===== src/rgb_to_hsv_pixel_macros.svh =====
// Assertion macros shared by the RGB to HSV pixel converter.
`ifndef RGB_TO_HSV_PIXEL_MACROS_SVH
`define RGB_TO_HSV_PIXEL_MACROS_SVH

// Same-cycle implication, disabled while reset is asserted.
`define RHP_ASSERT_NOW(label, clk, rst_n, ante, cons, msg) \
  label: assert property (@(posedge clk) disable iff (!(rst_n)) (ante) |-> (cons)) \
    else $error(msg);

// Next-cycle implication, disabled while reset is asserted.
`define RHP_ASSERT_NEXT(label, clk, rst_n, ante, cons, msg) \
  label: assert property (@(posedge clk) disable iff (!(rst_n)) (ante) |=> (cons)) \
    else $error(msg);

`endif


===== src/rhp_pkg.sv =====
// Shared types and constants of the RGB to HSV pixel converter.
`default_nettype none

package rhp_pkg;

  localparam int ChanW  = 8;   // input channel width
  localparam int QuoW   = 16;  // quotient width of both dividers
  localparam int HueDivW = 11; // width of 6 * (max - min)

  // Work item carried from the front end through the queue and the divider pipe.
  typedef struct packed {
    logic [ChanW-1:0]   brightness; // max channel, also saturation divisor
    logic [ChanW-1:0]   sat_rem;    // saturation partial remainder
    logic               sat_bit;    // next dividend bit for saturation
    logic [QuoW-1:0]    sat_q;      // saturation quotient so far
    logic [HueDivW-1:0] hue_rem;    // hue partial remainder
    logic [HueDivW-1:0] hue_div;    // 6 * (max - min)
    logic [QuoW-1:0]    hue_q;      // hue quotient so far
    logic               black;      // max == 0
    logic               gray;       // max == min
  } pipe_t;

  // Finished result.
  typedef struct packed {
    logic [ChanW-1:0] brightness;
    logic [QuoW-1:0]  saturation;
    logic [QuoW-1:0]  hue;
  } res_t;

endpackage

`default_nettype wire


===== src/rhp_front.sv =====
// Front end: takes a pixel, finds max, min, hue sector and divider operands.
`default_nettype none

module rhp_front (
  input  wire logic                  clk,
  input  wire logic                  rst_n,
  input  wire logic                  in_valid,
  output logic                       in_ready,
  input  wire logic [7:0]            red,
  input  wire logic [7:0]            green,
  input  wire logic [7:0]            blue,
  output logic                       item_valid,
  input  wire logic                  item_ready,
  output rhp_pkg::pipe_t             item
);
  import rhp_pkg::*;

  logic                  valid_r;
  pipe_t                 item_r;
  pipe_t                 item_nxt;

  logic [ChanW-1:0]      vmax;
  logic [ChanW-1:0]      vmin;
  logic [ChanW-1:0]      diff;
  logic [HueDivW-1:0]    d6;
  logic [HueDivW:0]      num;
  logic [HueDivW:0]      r_x;
  logic [HueDivW:0]      g_x;
  logic [HueDivW:0]      b_x;
  logic [HueDivW:0]      d_x;

  always_comb begin
    r_x = {{(HueDivW+1-ChanW){1'b0}}, red};
    g_x = {{(HueDivW+1-ChanW){1'b0}}, green};
    b_x = {{(HueDivW+1-ChanW){1'b0}}, blue};

    // min of three, ties irrelevant
    vmin = (red < green) ? red : green;
    if (blue < vmin) begin
      vmin = blue;
    end

    // max with red winning ties, then green
    if (red >= green && red >= blue) begin
      vmax = red;
    end else if (green >= blue) begin
      vmax = green;
    end else begin
      vmax = blue;
    end

    diff = vmax - vmin;
    d_x  = {{(HueDivW+1-ChanW){1'b0}}, diff};
    d6   = HueDivW'({d_x, 2'b00}) + HueDivW'({d_x, 1'b0});

    // sector numerator, modulo 2^12; only the red sector can go negative
    if (red >= green && red >= blue) begin
      num = g_x - b_x;
      if (num[HueDivW]) begin
        num = num + {1'b0, d6};
      end
    end else if (green >= blue) begin
      num = b_x - r_x + {d_x[HueDivW-1:0], 1'b0};
    end else begin
      num = r_x - g_x + {d_x[HueDivW-2:0], 2'b00};
    end

    item_nxt.brightness = vmax;
    item_nxt.sat_rem    = {1'b0, diff[ChanW-1:1]};
    item_nxt.sat_bit    = diff[0];
    item_nxt.sat_q      = '0;
    item_nxt.hue_rem    = num[HueDivW-1:0];
    item_nxt.hue_div    = d6;
    item_nxt.hue_q      = '0;
    item_nxt.black      = (vmax == '0);
    item_nxt.gray       = (diff == '0);
  end

  assign in_ready = !valid_r || item_ready;

  always_ff @(posedge clk) begin
    if (!rst_n) begin
      valid_r <= 1'b0;
    end else if (in_ready) begin
      valid_r <= in_valid;
    end
  end

  always_ff @(posedge clk) begin
    if (in_ready && in_valid) begin
      item_r <= item_nxt;
    end
  end

  assign item_valid = valid_r;
  assign item       = item_r;

endmodule

`default_nettype wire


===== src/rhp_queue.sv =====
// Two-entry queue between the front end and the divider pipe.
`default_nettype none

module rhp_queue (
  input  wire logic           clk,
  input  wire logic           rst_n,
  input  wire logic           wr_valid,
  output logic                wr_ready,
  input  wire rhp_pkg::pipe_t wr_item,
  output logic                rd_valid,
  input  wire logic           rd_ready,
  output rhp_pkg::pipe_t      rd_item
);
  import rhp_pkg::*;

  localparam int Depth = 2;
  localparam int PtrW  = $clog2(Depth);
  localparam int CntW  = $clog2(Depth + 1);

  pipe_t             entry_r [Depth];
  logic [PtrW-1:0]   wr_ptr_r;
  logic [PtrW-1:0]   rd_ptr_r;
  logic [CntW-1:0]   count_r;
  logic [CntW-1:0]   count_nxt;
  logic              push;
  logic              pop;

  assign wr_ready = (count_r != CntW'(Depth));
  assign rd_valid = (count_r != '0);
  assign push     = wr_valid && wr_ready;
  assign pop      = rd_valid && rd_ready;
  assign rd_item  = entry_r[rd_ptr_r];

  always_comb begin
    count_nxt = count_r;
    if (push && !pop) begin
      count_nxt = count_r + 1'b1;
    end else if (pop && !push) begin
      count_nxt = count_r - 1'b1;
    end
  end

  always_ff @(posedge clk) begin
    if (!rst_n) begin
      wr_ptr_r <= '0;
      rd_ptr_r <= '0;
      count_r  <= '0;
    end else begin
      count_r <= count_nxt;
      if (push) begin
        wr_ptr_r <= (wr_ptr_r == PtrW'(Depth - 1)) ? '0 : wr_ptr_r + 1'b1;
      end
      if (pop) begin
        rd_ptr_r <= (rd_ptr_r == PtrW'(Depth - 1)) ? '0 : rd_ptr_r + 1'b1;
      end
    end
  end

  always_ff @(posedge clk) begin
    if (push) begin
      entry_r[wr_ptr_r] <= wr_item;
    end
  end

endmodule

`default_nettype wire


===== src/rhp_back.sv =====
// Back end: pipelined restoring dividers for saturation and hue, one bit a stage.
`default_nettype none

module rhp_back (
  input  wire logic           clk,
  input  wire logic           rst_n,
  input  wire logic           item_valid,
  output logic                item_ready,
  input  wire rhp_pkg::pipe_t item,
  output logic                res_valid,
  input  wire logic           res_ready,
  output rhp_pkg::res_t       res
);
  import rhp_pkg::*;

  localparam int NStg = QuoW;

  pipe_t             st_r [NStg];
  logic [NStg-1:0]   v_r;
  logic              adv;

  // one quotient bit of each divider
  function automatic pipe_t div_step(input pipe_t s);
    pipe_t              n;
    logic [ChanW:0]     st;
    logic [HueDivW:0]   ht;
    n  = s;
    st = {s.sat_rem, s.sat_bit};
    n.sat_bit = 1'b0;
    if (st >= {1'b0, s.brightness}) begin
      n.sat_rem = ChanW'(st - {1'b0, s.brightness});
      n.sat_q   = {s.sat_q[QuoW-2:0], 1'b1};
    end else begin
      n.sat_rem = st[ChanW-1:0];
      n.sat_q   = {s.sat_q[QuoW-2:0], 1'b0};
    end
    ht = {s.hue_rem, 1'b0};
    if (ht >= {1'b0, s.hue_div}) begin
      n.hue_rem = HueDivW'(ht - {1'b0, s.hue_div});
      n.hue_q   = {s.hue_q[QuoW-2:0], 1'b1};
    end else begin
      n.hue_rem = ht[HueDivW-1:0];
      n.hue_q   = {s.hue_q[QuoW-2:0], 1'b0};
    end
    return n;
  endfunction

  // whole pipe moves unless the last stage holds a result nobody takes
  assign adv        = !v_r[NStg-1] || res_ready;
  assign item_ready = adv;

  always_ff @(posedge clk) begin
    if (!rst_n) begin
      v_r <= '0;
    end else if (adv) begin
      v_r <= {v_r[NStg-2:0], item_valid};
    end
  end

  always_ff @(posedge clk) begin
    if (adv) begin
      st_r[0] <= div_step(item);
      for (int k = 1; k < NStg; k++) begin
        st_r[k] <= div_step(st_r[k-1]);
      end
    end
  end

  assign res_valid      = v_r[NStg-1];
  assign res.brightness = st_r[NStg-1].brightness;
  assign res.saturation = st_r[NStg-1].black ? '0 : st_r[NStg-1].sat_q;
  assign res.hue        = st_r[NStg-1].gray ? '0 : st_r[NStg-1].hue_q;

endmodule

`default_nettype wire


===== src/rgb_to_hsv_pixel.sv =====
// RGB to HSV pixel converter: stream in, stream out.
//
// Usage:
//   Input channel in_*: one RGB pixel per request, 8-bit channels in in_tdata.
//   Output channel out_*: one HSV result per pixel, in order.
//     hue        - fraction of a full turn, Q0.16, truncated, wraps
//     saturation - (max-min)/max, Q1.15, 0x8000 means one, 0 for black
//     brightness - the largest input channel
//   Gray pixels (max == min) give hue 0.
// Path: an accepted input passes the front register, one queue slot and the
//   16 divider stages on its way to out_tvalid.
// Throughput: one pixel per clock, sustained while out_tready stays high, set by the
//   16-stage divider pipe that retires one quotient bit of both dividers per stage.
// Stalls: a two-entry queue sits between the front end and the divider pipe.
//   When out_tready is low and the last stage holds a result, the divider pipe freezes;
//   the queue and front register keep taking requests until they fill, then in_tready drops.
// Reset: rst_n low (sync) empties the front register, queue and pipe.
`default_nettype none

`include "rgb_to_hsv_pixel_macros.svh"

module rgb_to_hsv_pixel (
  input  wire logic        clk,
  input  wire logic        rst_n,
  input  wire logic        in_tvalid,
  output logic             in_tready,
  input  wire logic [23:0] in_tdata,   // [7:0] red, [15:8] green, [23:16] blue
  output logic             out_tvalid,
  input  wire logic        out_tready,
  output logic [39:0]      out_tdata   // [15:0] hue, [31:16] saturation, [39:32] brightness
);
  import rhp_pkg::*;

  logic  fr_valid;
  logic  fr_ready;
  pipe_t fr_item;
  logic  qu_valid;
  logic  qu_ready;
  pipe_t qu_item;
  res_t  res;

  rhp_front u_front (
    .clk        (clk),
    .rst_n      (rst_n),
    .in_valid   (in_tvalid),
    .in_ready   (in_tready),
    .red        (in_tdata[7:0]),
    .green      (in_tdata[15:8]),
    .blue       (in_tdata[23:16]),
    .item_valid (fr_valid),
    .item_ready (fr_ready),
    .item       (fr_item)
  );

  rhp_queue u_queue (
    .clk      (clk),
    .rst_n    (rst_n),
    .wr_valid (fr_valid),
    .wr_ready (fr_ready),
    .wr_item  (fr_item),
    .rd_valid (qu_valid),
    .rd_ready (qu_ready),
    .rd_item  (qu_item)
  );

  rhp_back u_back (
    .clk        (clk),
    .rst_n      (rst_n),
    .item_valid (qu_valid),
    .item_ready (qu_ready),
    .item       (qu_item),
    .res_valid  (out_tvalid),
    .res_ready  (out_tready),
    .res        (res)
  );

  assign out_tdata = {res.brightness, res.saturation, res.hue};

  // black pixel must come out with zero hue and saturation
  `RHP_ASSERT_NOW(a_black_zero, clk, rst_n, out_tvalid && out_tdata[39:32] == 8'd0, out_tdata[31:0] == 32'd0, "black pixel with nonzero hue or saturation")
  // saturation never exceeds one
  `RHP_ASSERT_NOW(a_sat_range, clk, rst_n, out_tvalid, out_tdata[31:16] <= 16'h8000, "saturation above one")
  // input back-pressure only when the front register holds a stalled item
  `RHP_ASSERT_NOW(a_front_stall, clk, rst_n, !in_tready, fr_valid && !fr_ready, "input stalled with room in front end")
  // an accepted request always lands in the front register
  `RHP_ASSERT_NEXT(a_front_load, clk, rst_n, in_tvalid && in_tready, fr_valid, "accepted request lost at front end")

endmodule

`default_nettype wire


===== config.mk =====
export PLATFORM = sky130hd
export DESIGN_NAME = rgb_to_hsv_pixel
export DESIGN_NICKNAME = d
export VERILOG_FILES = /design/src/rhp_pkg.sv /design/src/rhp_front.sv /design/src/rhp_queue.sv /design/src/rhp_back.sv /design/src/rgb_to_hsv_pixel.sv
export VERILOG_INCLUDE_DIRS = /design/src /design/src/src
export SDC_FILE = /design/constraint.sdc
export NUM_CORES = 2
export LEC_CHECK = 0
export BUFFER_PORTS_ARGS = -buffer_cell sky130_fd_sc_hd__buf_2
export CORE_ASPECT_RATIO = 0.8
export CORE_UTILIZATION = 23
export DETAILED_ROUTE_END_ITERATION = 16
export GPL_TIMING_DRIVEN = 0
export PLACE_DENSITY = 0.44
export SYNTH_ARGS = -nofsm -noshare
export SYNTH_HDL_FRONTEND = slang
export SYNTH_SLANG_ARGS = --single-unit

===== constraint.sdc =====
create_clock -name clk -period 54.8 [get_ports clk]
set_input_delay 8.22 -clock clk [delete_from_list [all_inputs] [get_ports clk]]
set_output_delay 8.22 -clock clk [all_outputs]
set_load 0.1 [all_outputs]

[Word-level counts from Yosys, hierarchy flattened]
Memories as Yosys holds them, arrays and structs flattened. A register that Yosys moved wholly into a read port is not among the register bits.
Cells that the tools add are included.
Storage, ports and cells
  bits in registers: 61
  memory bits (writable): 1232
  input port bits: 28
  output and inout port bits: 42
  logic and storage cells: 259
  memories: 2
Memory list
  u_back.st_r: words 16, width 72, read ports 16, clocked after Yosys merged registers in 0, write ports 16, line rhp_back.sv:18  | pipe_t st_r [NStg];
  u_queue.entry_r: words 2, width 40, read ports 1, clocked after Yosys merged registers in 1, write ports 1, line rhp_queue.sv:20  | pipe_t entry_r [Depth];
Cells by class
  $add $sub $neg: 44
  magnitude comparators: 37
  eq/ne operators: 1
  mux-type cells: 147
  reductions and logical operators: 16
Operators with widths (number)
  16-bit 2-to-1 mux: 34
  11-bit 2-to-1 mux: 35
  8-bit 2-to-1 mux: 36
  12-bit by 11-bit greater-or-equal comparator with 1-bit output: 16
  11-bit subtractor: 16
  9-bit by 8-bit greater-or-equal comparator with 1-bit output: 16
  8-bit subtractor: 17
  1-bit 2-to-1 mux: 40
  8-bit by 8-bit subtractor with 9-bit output: 3
  8-bit greater-or-equal comparator: 3
  8-bit logical NOT: 2
  8-bit < comparator: 2
  10-bit by 9-bit adder with 11-bit output: 1
  11-bit by 10-bit adder with 11-bit output: 1
  11-bit adder: 1
  11-bit by 9-bit adder with 11-bit output: 1
  1-bit logical AND: 6
  1-bit logical NOT: 4
  2-bit 2-to-1 mux: 2
  2-bit nonzero test: 2
  1-bit adder, second input constant: 2
  2-bit by 1-bit adder with 2-bit output, second input constant: 1
  1-bit logical OR: 2
  2-bit != test, second input constant: 1
  2-bit by 1-bit subtractor with 2-bit output, second input constant: 1

[Logic depth before layout (Yosys ltp)]
  depth after elaboration: 9
  depth in mapped cells: 36
  depth with buffers taken out: 34

[Cells and area by module]
Synthesis repeated with hierarchy kept, for this count alone.
Second synthesis, totals
  cell total of the unflattened synthesis: 4141
  area, all modules: 54064.4 um2
By module, submodules not included
  rhp_back: times used 1, cells each 3334, area each 43593.1 um2, sequential area each 26805.7 um2
  rhp_queue: times used 1, cells each 251, area each 5506.5 um2, sequential area each 4484.3 um2
  rhp_front: times used 1, cells each 556, area each 4964.8 um2, sequential area each 1161.1 um2

[Least setup slack after synthesis]
Ideal clock, no wire load.
  kind: input port to flip-flop
  start: input port out_tready
  end: memory u_back.st_r[0][0] (netlist name), enable pin
  arrival: 31.639 ns
  required time: 53.253 ns
  slack: 21.614 ns
  cell stages on the path: 4
  path buffers: 2
  cell sequence: nor2b_1 -> clkbuf_1 -> inv_1 -> clkbuf_1
RTL lines
  from (decl): line rgb_to_hsv_pixel.sv:29  | input wire logic out_tready,
  to (decl): line rhp_back.sv:18

==> flow_summary.toml <==
[floorplanning]
pin_count = 70
start_util_pct = 23.17
rows = 150
core_area_mm2 = 0.2093
die_y_um = 412.7
fp.dieW_um = 515.3
fp.dieArea_mm2 = 0.2127

[detailed_routing]
drc = 0
dr_wl_met2_mm = 39.67
via_per_inst = 3.952
ant_nets = 0
top_layer = "met5"
drtIter0Drc = 1378
drt-wirelength-per-cell_um = 13.11
vias = 26790
dr.pass1.iters = 5
dr_wl_met3_mm = 3.318
wl_mm = 88.89
drt-met1-wl_mm = 43.55

[run]
max_cap_violations = 0

[cts]
root_buffer = "clkbuf_16"
clk_latency_ns = 0.74
path_clk_slew_ns = 0.06
numCtsBuffers = 114
cts_sinks = 988
cts_hold_buf = 0
cts-resized-gates = 0
clk_path_buf_depth = 3
cts_tree = "built"
postCtsSetupBuffers = 0
cts.htree.levels = 3

[synth]
syn_area_mm2 = 0.04849
ys_warn_count = 0
ys_seq_area_share_pct = 60.73
ys_ff_latch = 988
synth-main-ff-cell = "edfxtp_1"
synth_cell_types = 65
avgSynthCellArea_um2 = 13.22
synth_edf_count = 966
syn-num-nets = 4094
synth_cells = 3667
synthArstFlopShare_pct = 0

[layout]
syn_to_final_growth_pct = 16.92
antenna_cells = 0
final_area_mm2 = 0.05669
fillers = 21370
fin_nets = 4296
drive_above_1_share_pct = 12.58

[global_route]
grt_pass1_wl_mm = 144.7
grt_pass1_vias = 27410
grt_use_total_pct = 8.348
antenna_found_initial = 1
grt-ovfl-total = 0
grt_max_degree = 72

[placement]
dp_hpwl_mm = 63.04
place_area_mm2 = 0.05282
gp_congestion = 0.7998
numPortBuffers = 69

[worst_setup_path]
critPathKind = "input pin to flop"
critical_path.startpoint = "in_tdata[9]"
worstPathMaxFanout = 10
arrival_ns = 16.29
cpMaxStageDelayCell = "xor2_1"
end_kind = "flop"
worstPathRequired_ns = 55.27
cpPeakStageDelay_ns = 0.73
critPathLaunchType = "input pin"

[sta]
skew_ns = 0.05573
period_needed_ns = 15.82
hold_viol_final = 0
slew_headroom_pct = 25.95
hold_slack_ns = 0.3657
tightestPinTransition_ns = 1.103
fin_setup_tns_ns = 0
rsz0062_at_grt = "false"
fin_crit_sh_pct = 28.86
max_freq_mhz = 63.22
setup-violations-final = 0
final_max_slew_viol_count = 0

[worst_hold_path]
hp-start = "u_back.st_r[1][1]$_DFFE_PN_"
hold_path.class = "flop to flop"

[run_status]
outcome = "finished clean"
## cells in the mapped netlist (22+ instances only)
master / count / area share [%]
nor2b_1: 93 / 1.2
nand2b_1: 39 / 0.50
nand4_1: 46 / 0.59
nor2_1: 229 / 1.8
mux2_2: 176 / 4.1
dfxtp_1: 22 / 0.91
inv_1: 499 / 3.9
o21a_1: 32 / 0.50
o21ai_0: 156 / 1.6
a21o_1: 92 / 1.4
xor2_1: 65 / 1.2
mux2i_1: 60 / 1.2
nor3_1: 22 / 0.23
a21boi_0: 49 / 0.76
o21ai_1: 28 / 0.29
nand3_1: 51 / 0.53
a21oi_1: 135 / 1.4
ha_1: 361 / 9.3
nand2_1: 138 / 1.1
edfxtp_1: 966 / 60
xnor2_1: 117 / 2.1
fa_1: 38 / 1.6
## worst paths after layout
check | to | slack (ns) | cells after the start
setup / recovery | u_front.item[39]$_DFFE_PP_ | 38.98 | 36
hold / removal | u_back.st_r[1][73]$_DFFE_PN_ | 0.37 | 0
setup reg to reg | u_back.st_r[0][33]$_DFFE_PN_ | 49.57 | 15
hold reg to reg | u_back.st_r[1][73]$_DFFE_PN_ | 0.37 | 0
## sequential cells by signal, summed over array words and instances, names as in the netlist, named ones only
signal / count
u_queue.rd_ptr_r: 1
u_back.v_r: 16
u_front.item_valid: 1
u_queue.wr_ptr_r: 1
u_front.item: 38
u_queue.entry_r: 76
u_queue.count_r: 2
u_back.st_r: 852
## cell usage in the layout (no fill, tap or decap), drive strengths merged, types with 94 or more instances in the layout
master / Yosys / routed
nand2: 138 / 138
xnor2: 117 / 117
nor2b: 94 / 94
mux2: 176 / 176
nor2: 246 / 246
inv: 500 / 504
o21ai: 190 / 190
buf: 23 / 109
edfxtp: 966 / 966
clkbuf: 14 / 148
a21oi: 138 / 138
ha: 361 / 361
## routing by layer
| layer | global-route usage [%] | vias up |
|---|---|---|
| li1 | - | 13610 |
| met1 | 10.99 | 12730 |
| met2 | 13.48 | 300 |
| met3 | 1.885 | 151 |
| met4 | 2.765 | 2 |
| met5 | 0 | - |
## worst max-delay path: cells and delay by family
family | cells | cell delay (ns)
AOI/OAI and AO/OA | 18 | 3.58
xor gates and xnor gates | 3 | 1.25
adders and majority gates | 5 | 1.61
buffers and inverters | 4 | 0.86
and+or+nand+nor | 6 | 0.76
## per-stage QoR
stage                     std cells  setup slack [ns]  utilization, %
after floorplan                3667             21.61               -
after CTS                      6780             39.07           27.09
after detailed placement       6565             38.28           25.24
after global routing           6780             38.31           27.09
final                          6780             38.98           27.09
after global placement         6548             10.13           25.02
## cell type report
class                           count  area (um^2)  share of cell area [%]
Clock buffer                      134         2959                   5.220
Timing Repair Buffer               86        790.8                   1.395
Tap cell                         2812         3518                   6.206
Sequential cell                   988        29450                   51.94
Buffer                             37        188.9                  0.3333
Inverter                          500         1877                   3.311
Clock inverter                     81        917.1                   1.618
Multi-Input combinational cell   2142        16990                   29.97
## kinds of logic (layout without fill, tap and decap cells)
group | Yosys count | count (layout) | share of synthesized area, %
AO/OA/AOI/OAI | 637 | 637 | 8.487
XOR/XNOR | 185 | 185 | 3.429
adder cells (fa/ha/maj) | 403 | 403 | 10.97
buffers and inverters | 537 | 838 | 4.253
flip-flops | 988 | 988 | 60.73
multiplexers | 237 | 237 | 5.372
AND/OR/NAND/NOR | 680 | 680 | 6.758
Power is left out: the tool's default activity adds up to more than one toggle a clock period on the data nets, which glitch-free logic cannot reach.
